--- src/hdl/ftwl_pkg.sv ---
// Package for the wildcard flow table lookup block.
// Holds codes, item and entry layouts, controller state and command/status structs.
// No dependencies.
package ftwl_pkg;

    typedef enum logic [0:0] {
        OP_ADD    = 1'b0,
        OP_LOOKUP = 1'b1
    } op_t;

    typedef enum logic [1:0] {
        ST_ADDED = 2'd0,
        ST_FULL  = 2'd1,
        ST_HIT   = 2'd2,
        ST_MISS  = 2'd3
    } status_t;

    typedef enum logic [3:0] {
        S_IDLE,
        S_DISPATCH,
        S_SCAN,
        S_WALK,
        S_ORD,
        S_ENT,
        S_COPY,
        S_COPYW,
        S_RESP
    } state_t;

    typedef struct packed {
        logic        operation;
        logic [31:0] now;
        logic [15:0] in_port;
        logic [15:0] eth_type;
        logic [47:0] eth_src;
        logic [47:0] eth_dst;
        logic [3:0]  wildcard_mask;
        logic [15:0] idle_timeout;
        logic [31:0] expires_at;
    } item_t;

    typedef struct packed {
        logic [3:0]  mask;
        logic [15:0] port;
        logic [15:0] etype;
        logic [47:0] src;
        logic [47:0] dst;
        logic [15:0] idle;
    } entry_t;

    typedef struct packed {
        logic [1:0]  status;
        logic [5:0]  slot;
        logic [31:0] new_expiry;
    } result_t;

    typedef struct packed {
        logic capture;
        logic scan_clr;
        logic scan_next;
        logic do_add;
        logic set_full;
        logic walk_init;
        logic ord_rd;
        logic ent_rd;
        logic drop;
        logic keep;
        logic hit;
        logic copy_wr;
        logic commit;
        logic set_miss;
        logic res_load;
    } cmd_t;

    typedef struct packed {
        logic is_add;
        logic full;
        logic slot_used;
        logic walk_end;
        logic expired;
        logic match;
        logic res_busy;
    } sts_t;

endpackage

--- src/hdl/ftwl_ctrl.sv ---
// Sequencer for add and lookup items.
// Depends on ftwl_pkg (state, command and status types).
module ftwl_ctrl (
    input  logic          clk,
    input  logic          rst_n,
    input  logic          req_valid,
    output logic          req_ready,
    input  ftwl_pkg::sts_t sts,
    output ftwl_pkg::cmd_t cmd
);
    import ftwl_pkg::*;

    state_t state_reg, state_next;

    always_ff @(posedge clk or negedge rst_n)
    begin
        if (!rst_n)
        begin
            state_reg <= S_IDLE;
        end
        else
        begin
            state_reg <= state_next;
        end
    end

    always_comb
    begin
        state_next = state_reg;
        unique case (state_reg)
            S_IDLE:     if (req_valid) state_next = S_DISPATCH;
            S_DISPATCH:
            begin
                if (sts.is_add)
                    state_next = sts.full ? S_RESP : S_SCAN;
                else
                    state_next = S_WALK;
            end
            S_SCAN:     if (!sts.slot_used) state_next = S_RESP;
            S_WALK:     state_next = sts.walk_end ? S_RESP : S_ORD;
            S_ORD:      state_next = S_ENT;
            S_ENT:
            begin
                if (sts.expired)
                    state_next = S_WALK;
                else if (sts.match)
                    state_next = S_COPY;
                else
                    state_next = S_WALK;
            end
            S_COPY:     state_next = sts.walk_end ? S_RESP : S_COPYW;
            S_COPYW:    state_next = S_COPY;
            S_RESP:     if (!sts.res_busy) state_next = S_IDLE;
            default:    state_next = S_IDLE;
        endcase
    end

    always_comb
    begin
        cmd       = '0;
        req_ready = 1'b0;
        unique case (state_reg)
            S_IDLE:
            begin
                req_ready   = 1'b1;
                cmd.capture = req_valid;
            end
            S_DISPATCH:
            begin
                if (sts.is_add)
                begin
                    cmd.set_full = sts.full;
                    cmd.scan_clr = !sts.full;
                end
                else
                begin
                    cmd.walk_init = 1'b1;
                end
            end
            S_SCAN:
            begin
                cmd.do_add    = !sts.slot_used;
                cmd.scan_next = sts.slot_used;
            end
            S_WALK:
            begin
                cmd.commit   = sts.walk_end;
                cmd.set_miss = sts.walk_end;
                cmd.ord_rd   = !sts.walk_end;
            end
            S_ORD:      cmd.ent_rd = 1'b1;
            S_ENT:
            begin
                cmd.drop = sts.expired;
                cmd.hit  = !sts.expired && sts.match;
                cmd.keep = !sts.expired && !sts.match;
            end
            S_COPY:
            begin
                cmd.commit = sts.walk_end;
                cmd.ord_rd = !sts.walk_end;
            end
            S_COPYW:    cmd.copy_wr = 1'b1;
            S_RESP:     cmd.res_load = !sts.res_busy;
            default:    cmd = '0;
        endcase
    end

endmodule

--- config.mk ---
export PLATFORM = sky130hd
export DESIGN_NAME = ftwl_ctrl
export DESIGN_NICKNAME = d
export VERILOG_FILES = /design/src/hdl/ftwl_pkg.sv /design/src/hdl/ftwl_ctrl.sv
export SDC_FILE = /design/constraint.sdc
export NUM_CORES = 1
export LEC_CHECK = 0
export BUFFER_PORTS_ARGS = -buffer_cell sky130_fd_sc_hd__buf_4
export CORE_AREA = 2 2 39 41
export DETAILED_ROUTE_END_ITERATION = 6
export DIE_AREA = 0 0 41 43
export PLACE_DENSITY = 0.6
export SLEW_MARGIN = 20
export SYNTH_ARGS = -nofsm -noshare
export SYNTH_HDL_FRONTEND = slang
export SYNTH_SLANG_ARGS = --single-unit
--- constraint.sdc ---
create_clock -name clk -period 1.5 [get_ports clk]
set_input_delay 0.075 -clock clk [delete_from_list [all_inputs] [get_ports clk]]
set_output_delay 0.075 -clock clk [all_outputs]
set_load 0.01 [all_outputs]
# Word-level counts from Yosys, hierarchy flattened
# Cells that the tools add are included.
# totals
regBits,4
latchBits,0
ram_bits,0
mem_bits_ro,0
input_bits,10
word_cells,48
memories,0
# op_classes
addsub,0
multipliers,0
div_mod_pow,0
n_lt_le_gt_ge,0
eq_ne,11
shift,0
mux,25
bitwise,0
n_reduce_logical,11
# ops
op,n
case mux 4 bit (9 select lines),1
2-to-1 mux 4 bit,7
equality test 4 x 3 -> 1 bit (second input constant),4
2-to-1 mux 1 bit,12
2-to-1 mux 3 bit,3
equality test 4 x 2 -> 1 bit (second input constant),2
logical NOT 1 bit,6
!= test 2 bit (second input constant),3
equality test 4 x 1 -> 1 bit (second input constant),1
equality test 4 bit (second input constant),1
logical NOT 4 bit,1
2-to-1 mux 2 bit,2
AND reduction 3 bit,1
logical AND 1 bit,2
OR reduction 2 bit,1

# Logic depth before layout (Yosys ltp)
# logic_depth
depth_word,3
depth_mapped,5
depth_no_buf,4

# Least setup slack after synthesis
# Ideal clock, no wire load.
# synth_path
path_type,register to output
from,register state_reg[3]
to,output cmd[14] (netlist name)
t_arrival_ps,1318
t_required_ps,1425
slack_ps,107
path_stages_with_launch,4
path_buffers,1
cell_sequence,dfrtp_1 clkbuf_1 nor4_1 and2_1
# synth_rtl
element,line_no,rtl
start: declaration,ftwl_ctrl.sv:13,"state_t state_reg, state_next;"
start signal: assignment,ftwl_ctrl.sv:23,state_reg <= state_next;
end: declaration,ftwl_ctrl.sv:9,output ftwl_pkg::cmd_t cmd

==> metrics.yaml <==
via_count: 548
critical_path.top_delay_family: "flip-flops"
fin_skew_ps: 3.82
multiInputGateArea_um2: 357
routed_wl_mm: 1.31
syn_avg_cell_area_um2: 8.06
grtUsageTotal: 0.144
syn_nets: 64
cts_tree: "done"
synthesis.area_um2: 435
io_pins: 26
rsz0062_at_grt: "yes"
rows: 14
slew_headroom: 0.796
cp_max_fo: 5
synth_top_area_cell: "dfrtp_1"
drt_iter0_drc: 6
fmax_mhz: 660
max_slew.worst_pin.slew_ps: 305
synth_warnings: 0
h-tree-depth: 1
crit_path_end_kind: "output pin"
drc: 0
grt_pass1_wl_mm: 1.71
n_fill_cell: 127
routabilityCongestion: 0.723
setup_viol: 1
ant_nets: 0
wl_per_cell_um: 12.7
cp.required_ps: 1420
nets: 99
cts_sinks: 4
synth_top_area_frac: 0.230
holdCritPathClass: "input port to flop"
cp.arrival_ps: 1440
fp.dieW_um: 41
layout-drive-gt1-share: 0.598
ys_ff_latch: 4
die_h_um: 43
grt_max_degree: 14
worst_slack_ps: -14.9
coreArea_mm2: 0.00138
critPathLaunchType: "flop"
insertion_delay_ps: 230
grt-ovfl-total: 0
vdd_ir_drop_max_uv: 890
n_antenna_cell: 0
final-hold-violation-count: 0
tns_ps: -14.9
total_power_mw: 1.37
hpwl_um: 933
max_cap_violations: 0
synth_area_leaders: "dfrtp_1, buf_6, nor3b_1"
p_per_area_mw_per_mm2: 1750
hold_slack_ps: 144
numCtsBuffers: 3
yosys.cell_types.count: 30
status: "complete, but fails checks"
violations: "setup timing"
crit_buf_inv: 2
grt_pass1_vias: 397
largest_reg_flops: 4
crit_type: "flop to output pin"
via_per_inst: 5.32
clock_path_buffers: 2
p_leak_nw: 0.366
antenna_found_initial: 0
path_cells: "buf_6 > xnor2_1 > nor4b_2 > buf_4"
synth_cells: 54
drt_pass1_iterations: 4
port_buffers: 25
cp_slowest_stage_delay_ps: 380
cts-root-buf: "clkbuf_4"
drv_slew: 0
die_area_mm2: 0.00176
post-route-util: 0.568
fin_crit_ps: 1510
fin_crit_sh: 1.01
initial_core_util: 0.315
layout_commonest_cell: "buf_4"
seq_area_um2: 101
final_cell_mix: "buf_4, nor2_1, nand2_1"
areaGrowthSynthToFinish_pct: 80.5
yosysSeqAreaShare: 0.230
cp_slowest_cell: "dfrtp_1"
clk_pin_slew_ps: 40
cell type report:
| type | instances | share of cell area |
|---|---|---|
| sequential | 4 | 0.129 |
| tap | 16 | 0.0255 |
| multi-input combinational | 45 | 0.454 |
| clock buffer | 3 | 0.0287 |
| timing repair buffer | 34 | 0.358 |
| inverter | 1 | 0.00478 |
what timing repair did:
item | 4_1_cts | 5_1_grt
endpoints found under the setup margin | 6 | 9
gates resized for setup | 5 | 9
endpoints found under the hold margin | 4 | 0
hold buffers | 1 | 0
setup buffers | 0 | 5
pin swaps | 0 | 1
worst register-to-register path: stages, from the launching register on:
cell and delay [ps]:
dfrtp_1 380, buf_4 140, nor2b_4 120, and3_4 180
or4_1 490
stage by stage:
stage          instance area, um2  worst slack [ps]  cells
5_1_grt                       786             -74.0    103
3_3_place_gp                  636               128     94
3_5_place_dp                  636              97.7     94
2_1_floorplan                 435               107     54
6_report                      786             -14.9    103
4_1_cts                       691              7.29     98
synthesized netlist by cell type:
| library cell | n |
|---|---|
| a211o_2 | 1 |
| a21o_1 | 1 |
| a21oi_1 | 3 |
| and2_1 | 1 |
| and2_4 | 1 |
| and3_1 | 1 |
| and3_4 | 1 |
| and4_2 | 1 |
| and4bb_1 | 1 |
| buf_6 | 2 |
| clkbuf_1 | 2 |
| dfrtp_1 | 4 |
| inv_1 | 1 |
| nand2_1 | 4 |
| nand2b_2 | 1 |
| nand4b_1 | 1 |
| nor2_1 | 5 |
| nor2b_1 | 1 |
| nor2b_4 | 1 |
| nor3_1 | 3 |
| nor3b_1 | 3 |
| nor4_1 | 2 |
| nor4b_1 | 2 |
| nor4bb_1 | 1 |
| o21ai_0 | 2 |
| o21ai_1 | 3 |
| o21bai_1 | 2 |
| or2b_2 | 1 |
| or4_1 | 1 |
| xnor2_1 | 1 |
per-layer routing:
layer / vias up / GRT usage / share of wire
met5: - / 0 / 0
met4: 0 / 0.0400 / 0.0046
met3: 2 / 0.0628 / 0.089
met2: 20 / 0.191 / 0.47
met1: 256 / 0.208 / 0.43
li1: 270 / - / -
cell families (layout without fill, tap and decap cells):
| logic type | count (synthesis) | after routing | synth area share |
|---|---|---|---|
| flops | 4 | 4 | 0.230 |
| simple gates | 32 | 32 | 0.506 |
| compound gates | 12 | 12 | 0.167 |
| buf+inv | 5 | 38 | 0.0776 |
| xor+xnor | 1 | 1 | 0.0201 |
worst paths after layout:
kind	from	endpoint	slack [ps]	depth (start not counted)
min reg2reg	state_reg[0]	state_reg[0]	670	2
max in group asynchronous	rst_n	state_reg[0]	1200	2
max	state_reg[2]	cmd[8]	-10	4
max reg2reg	state_reg[2]	state_reg[2]	60	4
min in group asynchronous	rst_n	state_reg[3]	180	2
min	sts[0]	state_reg[3]	140	3
power by group:
part           leakage [nW]  internal (mW)  switching [mW]
Combinational         0.301          0.564           0.468
Sequential           0.0512          0.157          0.0587
Clock                0.0138         0.0890          0.0378
Total                 0.366          0.810           0.564
Note: power is estimated with default switching activity, not from simulation.
